`src/sv/mrr_pkg.sv`:
```
// Shared codes and types for the two-pin motor ramp reverser.
// Holds the command and register codes and the configuration and result bundles.
// No dependencies.
package mrr_pkg;

	// Configuration register indexes
	localparam logic [1:0] REG_STEP_SIZE      = 2'd0;
	localparam logic [1:0] REG_TICKS_PER_STEP = 2'd1;
	localparam logic [1:0] REG_LIGHTS_PRESENT = 2'd2;

	// Request commands; codes 5 to 7 are spare and ignored
	typedef enum logic [2:0] {
		CMD_TICK         = 3'd0,
		CMD_SET_SPEED    = 3'd1,
		CMD_ENABLE       = 3'd2,
		CMD_DISABLE      = 3'd3,
		CMD_STOP_DISABLE = 3'd4,
		CMD_SPARE_5      = 3'd5,
		CMD_SPARE_6      = 3'd6,
		CMD_SPARE_7      = 3'd7
	} cmd_t;

	typedef struct packed {
		logic [7:0]  step_size;
		logic [15:0] ticks_per_step;
		logic        lights_present;
	} cfg_t;

	typedef struct packed {
		logic [7:0] drive_forward;
		logic [7:0] drive_reverse;
		logic       front_light;
		logic       rear_light;
		logic [7:0] present_speed;
		logic       running_reverse;
		logic       is_enabled;
		logic       is_ramping;
	} result_t;

endpackage

```
`src/sv/mrr_core.sv`:
```
// Ramp state and next-state logic of the motor ramp reverser.
// Applies one request per fire strobe and presents the resulting pin/status bundle.
// Depends on mrr_pkg.
module mrr_core #(
	parameter int PWM_MAX = 255
) (
	input  logic             clk,
	input  logic             arst_n,
	input  logic             fire,
	input  logic [2:0]       cmd,
	input  logic [8:0]       req,
	input  mrr_pkg::cfg_t    cfg,
	output mrr_pkg::result_t res
);

	localparam int         LimInt = (PWM_MAX < 255) ? PWM_MAX : 255;
	localparam logic [8:0] Lim    = 9'(LimInt);
	localparam logic [15:0] PwmMax = 16'(PWM_MAX);

	typedef enum logic [1:0] {
		PH_IDLE = 2'd0,
		PH_RAMP = 2'd1,
		PH_DOWN = 2'd2
	} phase_t;

	logic [7:0]  speed_now_q, speed_now_d;
	logic [7:0]  speed_goal_q, speed_goal_d;
	logic        reverse_now_q, reverse_now_d;
	logic        reverse_goal_q, reverse_goal_d;
	logic        enabled_q, enabled_d;
	phase_t      phase_q, phase_d;
	logic [15:0] tick_count_q, tick_count_d;
	logic        stop_pend_q, stop_pend_d;
	logic [1:0]  lamp_q, lamp_d;

	logic [7:0]  amt;
	logic [15:0] period;
	logic [15:0] tick_inc;
	logic [8:0]  mag_raw;
	logic [7:0]  req_mag;
	logic        req_rev;
	logic        ramp_end;
	logic [15:0] duty;

	// Move cur toward tgt by amt, stopping exactly at tgt
	function automatic logic [7:0] move_toward(input logic [7:0] cur, input logic [7:0] tgt,
			input logic [7:0] step);
		logic [7:0] r;
		r = cur;
		if (cur < tgt) begin
			r = ((tgt - cur) < step) ? tgt : cur + step;
		end else if (cur > tgt) begin
			r = ((cur - tgt) < step) ? tgt : cur - step;
		end
		return r;
	endfunction

	// Decode request magnitude and saturate; treat zero step size and period as one
	always_comb begin
		amt     = (cfg.step_size == 8'd0) ? 8'd1 : cfg.step_size;
		period  = (cfg.ticks_per_step == 16'd0) ? 16'd1 : cfg.ticks_per_step;
		mag_raw = req[8] ? (9'd0 - req) : req;
		if (mag_raw > Lim) begin
			mag_raw = Lim;
		end
		if (cmd == mrr_pkg::CMD_STOP_DISABLE) begin
			req_mag = 8'd0;
			req_rev = 1'b0;
		end else begin
			req_mag = mag_raw[7:0];
			req_rev = req[8];
		end
		tick_inc = tick_count_q + 16'd1;
	end

	// Next state
	always_comb begin
		speed_now_d    = speed_now_q;
		speed_goal_d   = speed_goal_q;
		reverse_now_d  = reverse_now_q;
		reverse_goal_d = reverse_goal_q;
		enabled_d      = enabled_q;
		phase_d        = phase_q;
		tick_count_d   = tick_count_q;
		stop_pend_d    = stop_pend_q;
		lamp_d         = lamp_q;
		ramp_end       = 1'b0;

		case (cmd)
			mrr_pkg::CMD_TICK: begin
				if (phase_q != PH_IDLE) begin
					if (tick_inc < period) begin
						tick_count_d = tick_inc;
					end else begin
						tick_count_d = 16'd0;
						if (phase_q == PH_DOWN) begin
							speed_now_d = move_toward(speed_now_q, 8'd0, amt);
							if (speed_now_d == 8'd0) begin
								reverse_now_d = reverse_goal_q;
								if (speed_goal_q == 8'd0) begin
									ramp_end = 1'b1;
								end else begin
									phase_d = PH_RAMP;
								end
							end
						end else begin
							speed_now_d = move_toward(speed_now_q, speed_goal_q, amt);
							if (speed_now_d == speed_goal_q) begin
								ramp_end = 1'b1;
							end
						end
						if (ramp_end) begin
							phase_d = PH_IDLE;
							if (stop_pend_q) begin
								enabled_d   = 1'b0;
								stop_pend_d = 1'b0;
							end
						end
					end
				end
			end
			mrr_pkg::CMD_SET_SPEED, mrr_pkg::CMD_STOP_DISABLE: begin
				// Take a new goal only when it differs from the current one
				if (req_mag != speed_goal_q || req_rev != reverse_goal_q) begin
					if (cfg.lights_present) begin
						lamp_d = req_rev ? 2'b10 : 2'b01;
					end
					speed_goal_d   = req_mag;
					reverse_goal_d = req_rev;
					enabled_d      = 1'b1;
					stop_pend_d    = 1'b0;
					tick_count_d   = 16'd0;
					if (req_rev != reverse_now_q && speed_now_q == 8'd0) begin
						reverse_now_d = req_rev;
					end
					if (req_rev != reverse_now_d) begin
						phase_d = PH_DOWN;
					end else if (speed_now_q != req_mag) begin
						phase_d = PH_RAMP;
					end else begin
						phase_d = PH_IDLE;
					end
				end
				if (cmd == mrr_pkg::CMD_STOP_DISABLE) begin
					if (phase_d == PH_IDLE) begin
						enabled_d   = 1'b0;
						stop_pend_d = 1'b0;
					end else begin
						stop_pend_d = 1'b1;
					end
				end
			end
			mrr_pkg::CMD_ENABLE: begin
				enabled_d   = 1'b1;
				stop_pend_d = 1'b0;
			end
			mrr_pkg::CMD_DISABLE: begin
				enabled_d   = 1'b0;
				stop_pend_d = 1'b0;
			end
			default: begin
			end
		endcase
	end

	// Hold state between requests, advance on fire
	always_ff @(posedge clk or negedge arst_n) begin
		if (!arst_n) begin
			speed_now_q    <= 8'd0;
			speed_goal_q   <= 8'd0;
			reverse_now_q  <= 1'b0;
			reverse_goal_q <= 1'b0;
			enabled_q      <= 1'b0;
			phase_q        <= PH_IDLE;
			tick_count_q   <= 16'd0;
			stop_pend_q    <= 1'b0;
			lamp_q         <= 2'b00;
		end else if (fire) begin
			speed_now_q    <= speed_now_d;
			speed_goal_q   <= speed_goal_d;
			reverse_now_q  <= reverse_now_d;
			reverse_goal_q <= reverse_goal_d;
			enabled_q      <= enabled_d;
			phase_q        <= phase_d;
			tick_count_q   <= tick_count_d;
			stop_pend_q    <= stop_pend_d;
			lamp_q         <= lamp_d;
		end
	end

	// Drive pins from the post-request state
	always_comb begin
		duty              = PwmMax - {8'd0, speed_now_d};
		res.drive_forward = PwmMax[7:0];
		res.drive_reverse = PwmMax[7:0];
		if (enabled_d) begin
			if (reverse_now_d) begin
				res.drive_reverse = duty[7:0];
			end else begin
				res.drive_forward = duty[7:0];
			end
		end
		res.front_light     = cfg.lights_present & lamp_d[0];
		res.rear_light      = cfg.lights_present & lamp_d[1];
		res.present_speed   = speed_now_d;
		res.running_reverse = reverse_now_d;
		res.is_enabled      = enabled_d;
		res.is_ramping      = (phase_d != PH_IDLE);
	end

endmodule

```
`src/sv/two_pin_motor_ramp_reverser.sv`:
```
// Top level of the two-pin motor ramp reverser: request and result stages,
// configuration registers. Depends on mrr_pkg and mrr_core.
//
// Usage:
//   Requests (command, speed_request) enter on in_valid/in_ready. Each request
//   yields one result (both pin duties, lamps, speed, direction, enable, ramp
//   flag) on out_valid/out_ready, showing the state after that request.
//   Configuration is written through cfg_write_en/cfg_index/cfg_wdata while
//   no request is in flight; index 0 step size, 1 ticks per step, 2 lamps fitted.
//   An accepted request passes the request stage, then the core state and result
//   register, which raises out_valid; one request is taken every cycle while
//   out_ready is high, since the request stage advances into the core and result
//   register together. When the receiver stalls, the result register holds, the
//   request stage fills if empty, then in_ready drops until out_ready returns.
//   Reset clears both stages, returns the ramp state to standstill, forward,
//   disabled, lamps off, and reloads step size 4, ticks per step 8, no lamps.
module two_pin_motor_ramp_reverser #(
	parameter int PWM_MAX = 255
) (
	input  logic        clk,
	input  logic        arst_n,
	input  logic        cfg_write_en,
	input  logic [1:0]  cfg_index,
	input  logic [15:0] cfg_wdata,
	input  logic        in_valid,
	output logic        in_ready,
	input  logic [2:0]  command,
	input  logic [8:0]  speed_request,
	output logic        out_valid,
	input  logic        out_ready,
	output logic [7:0]  drive_forward,
	output logic [7:0]  drive_reverse,
	output logic        front_light,
	output logic        rear_light,
	output logic [7:0]  present_speed,
	output logic        running_reverse,
	output logic        is_enabled,
	output logic        is_ramping
);

	mrr_pkg::cfg_t    cfg_q;
	mrr_pkg::result_t res;
	mrr_pkg::result_t res_q;

	logic       valid_s1;
	logic [2:0] cmd_s1;
	logic [8:0] req_s1;
	logic       out_valid_q;
	logic       advance;

	assign advance  = valid_s1 && (!out_valid_q || out_ready);
	assign in_ready = !valid_s1 || advance;

	// Write configuration registers
	always_ff @(posedge clk or negedge arst_n) begin
		if (!arst_n) begin
			cfg_q.step_size      <= 8'd4;
			cfg_q.ticks_per_step <= 16'd8;
			cfg_q.lights_present <= 1'b0;
		end else if (cfg_write_en) begin
			case (cfg_index)
				mrr_pkg::REG_STEP_SIZE:      cfg_q.step_size      <= cfg_wdata[7:0];
				mrr_pkg::REG_TICKS_PER_STEP: cfg_q.ticks_per_step <= cfg_wdata;
				mrr_pkg::REG_LIGHTS_PRESENT: cfg_q.lights_present <= cfg_wdata[0];
				default: begin
				end
			endcase
		end
	end

	// Capture request
	always_ff @(posedge clk or negedge arst_n) begin
		if (!arst_n) begin
			valid_s1 <= 1'b0;
		end else if (in_ready) begin
			valid_s1 <= in_valid;
		end
	end

	always_ff @(posedge clk) begin
		if (in_ready && in_valid) begin
			cmd_s1 <= command;
			req_s1 <= speed_request;
		end
	end

	mrr_core #(
		.PWM_MAX(PWM_MAX)
	) u_core (
		.clk   (clk),
		.arst_n(arst_n),
		.fire  (advance),
		.cmd   (cmd_s1),
		.req   (req_s1),
		.cfg   (cfg_q),
		.res   (res)
	);

	// Hold result until taken
	always_ff @(posedge clk or negedge arst_n) begin
		if (!arst_n) begin
			out_valid_q <= 1'b0;
		end else if (!out_valid_q || out_ready) begin
			out_valid_q <= valid_s1;
		end
	end

	always_ff @(posedge clk) begin
		if (advance) begin
			res_q <= res;
		end
	end

	assign out_valid       = out_valid_q;
	assign drive_forward   = res_q.drive_forward;
	assign drive_reverse   = res_q.drive_reverse;
	assign front_light     = res_q.front_light;
	assign rear_light      = res_q.rear_light;
	assign present_speed   = res_q.present_speed;
	assign running_reverse = res_q.running_reverse;
	assign is_enabled      = res_q.is_enabled;
	assign is_ramping      = res_q.is_ramping;

endmodule

```
`config.mk`:
```
export PLATFORM = sky130hd
export DESIGN_NAME = two_pin_motor_ramp_reverser
export DESIGN_NICKNAME = d
export VERILOG_FILES = /design/src/sv/mrr_pkg.sv /design/src/sv/mrr_core.sv /design/src/sv/two_pin_motor_ramp_reverser.sv
export SDC_FILE = /design/constraint.sdc
export NUM_CORES = 1
export LEC_CHECK = 0
export ABC_AREA = 0
export BUFFER_PORTS_ARGS = -buffer_cell sky130_fd_sc_hd__buf_2
export CORE_ASPECT_RATIO = 0.75
export CORE_UTILIZATION = 45
export DETAILED_ROUTE_END_ITERATION = 16
export HOLD_SLACK_MARGIN = 0.06
export PLACE_DENSITY = 0.68
export SLEW_MARGIN = 20
export SYNTH_ARGS = -nofsm -noshare
export SYNTH_HDL_FRONTEND = slang
export SYNTH_SLANG_ARGS = --single-unit
export TNS_END_PERCENT = 30
```
`constraint.sdc`:
```
create_clock -name clk -period 11.4 [get_ports clk]
set_input_delay 1.14 -clock clk [delete_from_list [all_inputs] [get_ports clk]]
set_output_delay 1.14 -clock clk [all_outputs]
set_load 0.02 [all_outputs]
```
Yosys cells after proc, flatten, opt, wreduce, memory -nomap -nowiden --
Index checks and enable logic that the tools add are counted.
Cells by class: add/sub/neg operators 8, order comparisons 10, eq/ne operators 18, mux-type cells 76, bitwise logic cells 3, reduce and logical (&&, ||, !) cells 30
Operator list (count):
- 8-bit 2-to-1 mux | 23
- 16-bit 2-to-1 mux | 4
- 8-bit < comparator | 5
- 8-bit logical NOT | 4
- 16-bit one-hot mux with 2 select lines | 1
- 1-bit 2-to-1 mux | 30
- 2-bit 2-to-1 mux | 13
- 8-bit subtractor | 3
- 16-bit by 1-bit adder with 16-bit output (second input constant) | 1
- 16-bit logical NOT | 1
- 16-bit < comparator | 1
- 8-bit inequality test | 2
- 9-bit by 8-bit > comparator with 1-bit output (second input constant) | 1
- 9-bit 2-to-1 mux | 1
- 1-bit by 9-bit subtractor with 9-bit output (first input constant) | 1
- 8-bit adder | 1
- 8-bit == test | 1
- 8-bit by 1-bit > comparator with 1-bit output (second input constant) | 1
- 8-bit > comparator | 1
- 8-bit by 1-bit < comparator with 1-bit output (second input constant) | 1
- 2-bit AND reduction | 4
- 1-bit by 8-bit subtractor with 8-bit output (first input constant) | 1
- 8-bit subtractor (first input constant) | 1
- 3-bit by 2-bit == test with 1-bit output (second input constant) | 2
- 25 further kinds | 41
Storage, ports and cells: flip-flop bits (word level) 108, input bits 35, word-level logic and storage cells 169

Longest topological paths before layout --
depth after elaboration 22, depth in mapped cells 22

Modules after synthesis --
From an unflattened synthesis, not the netlist that was laid out.
Unflattened totals: cell total of the unflattened synthesis 971, area total of the unflattened synthesis 8643.3 sq um
By module, submodules not included:
- mrr_core | instances 1, cells an instance 868, area an instance 6356.1 sq um, seq. area each 1001.0 sq um
- two_pin_motor_ramp_reverser | instances 1, cells an instance 103, area an instance 2287.2 sq um, seq. area each 1909.3 sq um

Worst setup path before layout --
OpenSTA, ideal clock, no wires.
kind reg2reg, start register u_core.speed_goal_q[1], end register res_q (netlist bit is_ramping), data pin, data arrival time 4.272 ns, required time 11.135 ns, path slack 6.863 ns, cell stages (with the launch flop) 20, cells stage by stage dfrtp_1 clkbuf_1 inv_1 ha_1 a21oi_1 o21bai_1 a21o_1 a21oi_1 xnor2_1 ha_1 a211oi_1 o21bai_1 a211o_1 a311oi_1 a211o_1 o2111ai_1 a2111o_1 nor2_1 o31ai_1 or3_1
RTL lines:
- from (decl) | RTL line mrr_core.sv:27 | logic [7:0] speed_goal_q, speed_goal_d;
- from (signal assigned) | RTL line mrr_core.sv:180 | speed_goal_q <= speed_goal_d;
- to (signal assigned) | RTL line two_pin_motor_ramp_reverser.sv:110 | res_q <= res;
- to (decl) | RTL line two_pin_motor_ramp_reverser.sv:43 | mrr_pkg::result_t res_q;

==> impl_metrics.csv <==
group,metric,value,unit
status,outcome,"finished clean",
placement,port_buffers,65,
logic_synthesis,synth_edf_count,41,
placement,dp_hpwl,17600,um
cts,cts_resized,0,
cts,cts_setup_buffers,0,
floorplanning,ios,66,
logic_synthesis,synthArstFlopShare,62.0,%
finish,drive_gt1_share,14.3,%
logic_synthesis,ys_ff_latch,108,
logic_synthesis,yosysWarnings,0,
floorplanning,core,17800,sq um
worst_hold_path,hp-start,"u_core.tick_count_q[14]",
finish,fin_cells,1205,
cts,cts_made_buffers,9,
critical_path,crit_required,11.51,ns
placement,gp_congestion,0.980,
placement,place_inst,1189,
floorplanning,die_h,119,um
worst_hold_path,hold_end,"u_core.tick_count_q[14]",
sta,worst_pin_slew,0.895,ns
logic_synthesis,syn_nets,1020,
cts,clock_sinks,108,
worst_hold_path,hold_class,"flip-flop to flip-flop",
sta,setup_viol,0,
global_route,grt_pass1_vias,6771,
global_route,grt_antenna_before_repair,0,
critical_path,r2r-end,"is_ramping",
sta,hold_violations,0,
finish,num-nets-final,1058,
sta,rsz0062_at_grt,"no",
cts,clk_path_buf_depth,2,
logic_synthesis,synth_area,8250,sq um
sta,fin_skew,0.00669,ns
sta,drv_slew,0,
cts,clkLatencyLatePin,0.36,ns
route,drt_iter0_drc,660,
sta,timing.hold.ws,0.503,ns
cts,ctsHoldBuffers,0,
critical_path,crit_fanout,15,
critical_path,start_kind,"flip-flop",
power,power.density,207,nW/um^2
global_route,track_usage,25.6,%
critical_path,reg2reg_slack,6.00,ns
sta,fmax,185,MHz
finish,n_antenna_cell,0,
floorplanning,die_area,18900,sq um
sta,fin_setup_tns,0,ns
logic_synthesis,synth_cell_type_count,79,
logic_synthesis,seq_area_frac_synth,35.3,%
route,num_vias,7257,
logic_synthesis,syn_inst,920,
cts,h-tree-depth,3,
finish,syn_to_final_growth,10.1,%
critical_path,crit_type,"flip-flop to flip-flop",
global_route,grt_pass1_wl,37400,um
job,max-cap-violations,0,
route,drcViolationCount,0,
sta,slew_headroom,40.4,%
sta,fin_crit_sh,47.4,%
route,ant_nets,0,
logic_synthesis,syn_avg_cell_area,8.96,sq um
critical_path,reg2reg_depth,18,
route,wirelength,23200,um
floorplanning,fp.dieW,158,um
finish,utilization,51.1,%
cts,path_clk_slew,0.08,ns
route,wl_per_cell,19.3,um
route,vias_per_cell,6.02,
global_route,overflow,0,
critical_path,end_kind,"flip-flop",
power,ir_drop,0.101,mV
global_route,grt_max_degree,68,
worst_hold_path,hold_depth,1,
sta,period_needed,5.40,ns
logic_synthesis,synthFlopType,"dfrtp_1",
cts,cts-root-buf,"clkbuf_16",
critical_path,regToRegStartpoint,"u_core.speed_goal_q[1]",
cts,cts_tree,"done",
route,firstDrtPassIters,5,
floorplanning,start_util,46.4,%
power,power.leakage,3.67,nW
critical_path,arrival,5.51,ns
floorplanning,rows,42,
==> worst max-delay path, stage by stage (launching register included) <==
cell and delay, ns:
dfrtp_1 0.60, inv_1 0.22, ha_1 0.38, a21oi_1 0.16, o21bai_1 0.12, a21o_1 0.19, a21oi_1 0.17, xnor2_1 0.14
ha_1 0.26, a211oi_1 0.26, o21bai_1 0.14, a211o_1 0.45, a311oi_1 0.49, a211o_1 0.16, o2111ai_1 0.12, a2111o_1 0.46
nor2_1 0.29, o31ai_1 0.15, or3_1 0.36
==> synth_stat cells (14+ instances only) <==
master | n | area [sq um]
a211oi_1 | 14 | 105
a21oi_1 | 50 | 250
clkbuf_1 | 37 | 139
dfrtp_1 | 65 | 1630
edfxtp_1 | 41 | 1230
ha_1 | 61 | 763
inv_1 | 60 | 225
mux2_2 | 28 | 315
nand2_1 | 65 | 244
nand2b_1 | 17 | 106
nand3_1 | 27 | 135
nand4_1 | 24 | 150
nor2_1 | 69 | 259
nor3_1 | 22 | 110
o21ai_0 | 66 | 330
xnor2_1 | 32 | 280
xor2_1 | 16 | 140
==> stage by stage <==
step,cell area (sq um),total power (W),setup slack [ns]
final,9070,0.00188,6.00
after global routing,9070,0.00201,5.66
after CTS,9070,0.00186,6.10
after detailed placement,8750,0.00151,6.10
after global placement,8750,0.00151,6.17
after floorplan,8250,0.00124,6.86
==> cell usage in the layout (no fill, tap or decap), types with 32 or more instances in the layout <==
cell	synthesis	layout
a21oi_1	50	50
nor2_1	69	69
ha_1	61	61
xnor2_1	32	32
dfrtp_1	65	65
buf_2	9	65
inv_1	60	60
o21ai_0	66	66
nand2_1	65	65
edfxtp_1	41	41
==> sequential cells by signal, summed over array words and instances, names as in the netlist, 2 cells and up <==
| name | cells |
|---|---|
| drive_forward | 8 |
| u_core.speed_now_q | 8 |
| cfg_q | 25 |
| present_speed | 8 |
| cmd_s1 | 3 |
| u_core.phase_q | 2 |
| u_core.speed_goal_q | 8 |
| drive_reverse | 8 |
| u_core.tick_count_q | 16 |
| u_core.lamp_q | 2 |
| req_s1 | 9 |
==> where the power goes <==
group          internal, W  leakage, nW  switching, W
clock             0.000194        0.155      0.000152
sequential        0.000465         1.19     0.0000929
combinational     0.000371         2.32      0.000608
total              0.00103         3.67      0.000853
==> cell type report <==
type	instances	area (sq um)
well taps	242	303
repair buffers	73	385
clock inverters	7	100
flip-flops and latches	108	2910
multi-input cells	705	4920
fillers	1701	8690
clock buffers	9	225
inverters	61	229
==> kinds of logic (layout without fill, tap and decap cells) <==
group	Yosys count	count (layout)	synth area share, %
AO/OA/AOI/OAI	255	255	20.7
XOR/XNOR	48	48	5.10
adder cells (fa/ha/maj)	65	65	10.2
buffers and inverters	107	150	5.01
flip-flops	108	108	35.3
multiplexers	36	36	4.80
AND/OR/NAND/NOR	301	301	18.9
==> per-layer routing <==
| metal | routed length (um) | track usage, % | up-vias |
|---|---|---|---|
| li1 | - | - | 3458 |
| met1 | 11300 | 39.4 | 3485 |
| met2 | 9700 | 36.3 | 281 |
| met3 | 1820 | 4.59 | 33 |
| met4 | 439 | 6.91 | 0 |
| met5 | 0 | 0 | - |
==> how the worst max path moves through the flow <==
stage | startpoint | endpoint | slack [ns]
floorplan | u_core.speed_goal_q[1] | is_ramping | 6.86
global placement | u_core.speed_goal_q[1] | is_ramping | 6.17
detailed placement | u_core.speed_goal_q[1] | is_ramping | 6.10
CTS | u_core.speed_goal_q[1] | is_ramping | 6.10
global route | u_core.speed_goal_q[1] | is_ramping | 5.66
finish | u_core.speed_goal_q[1] | is_ramping | 6.00
Note: power is estimated with default switching activity, not from simulation.
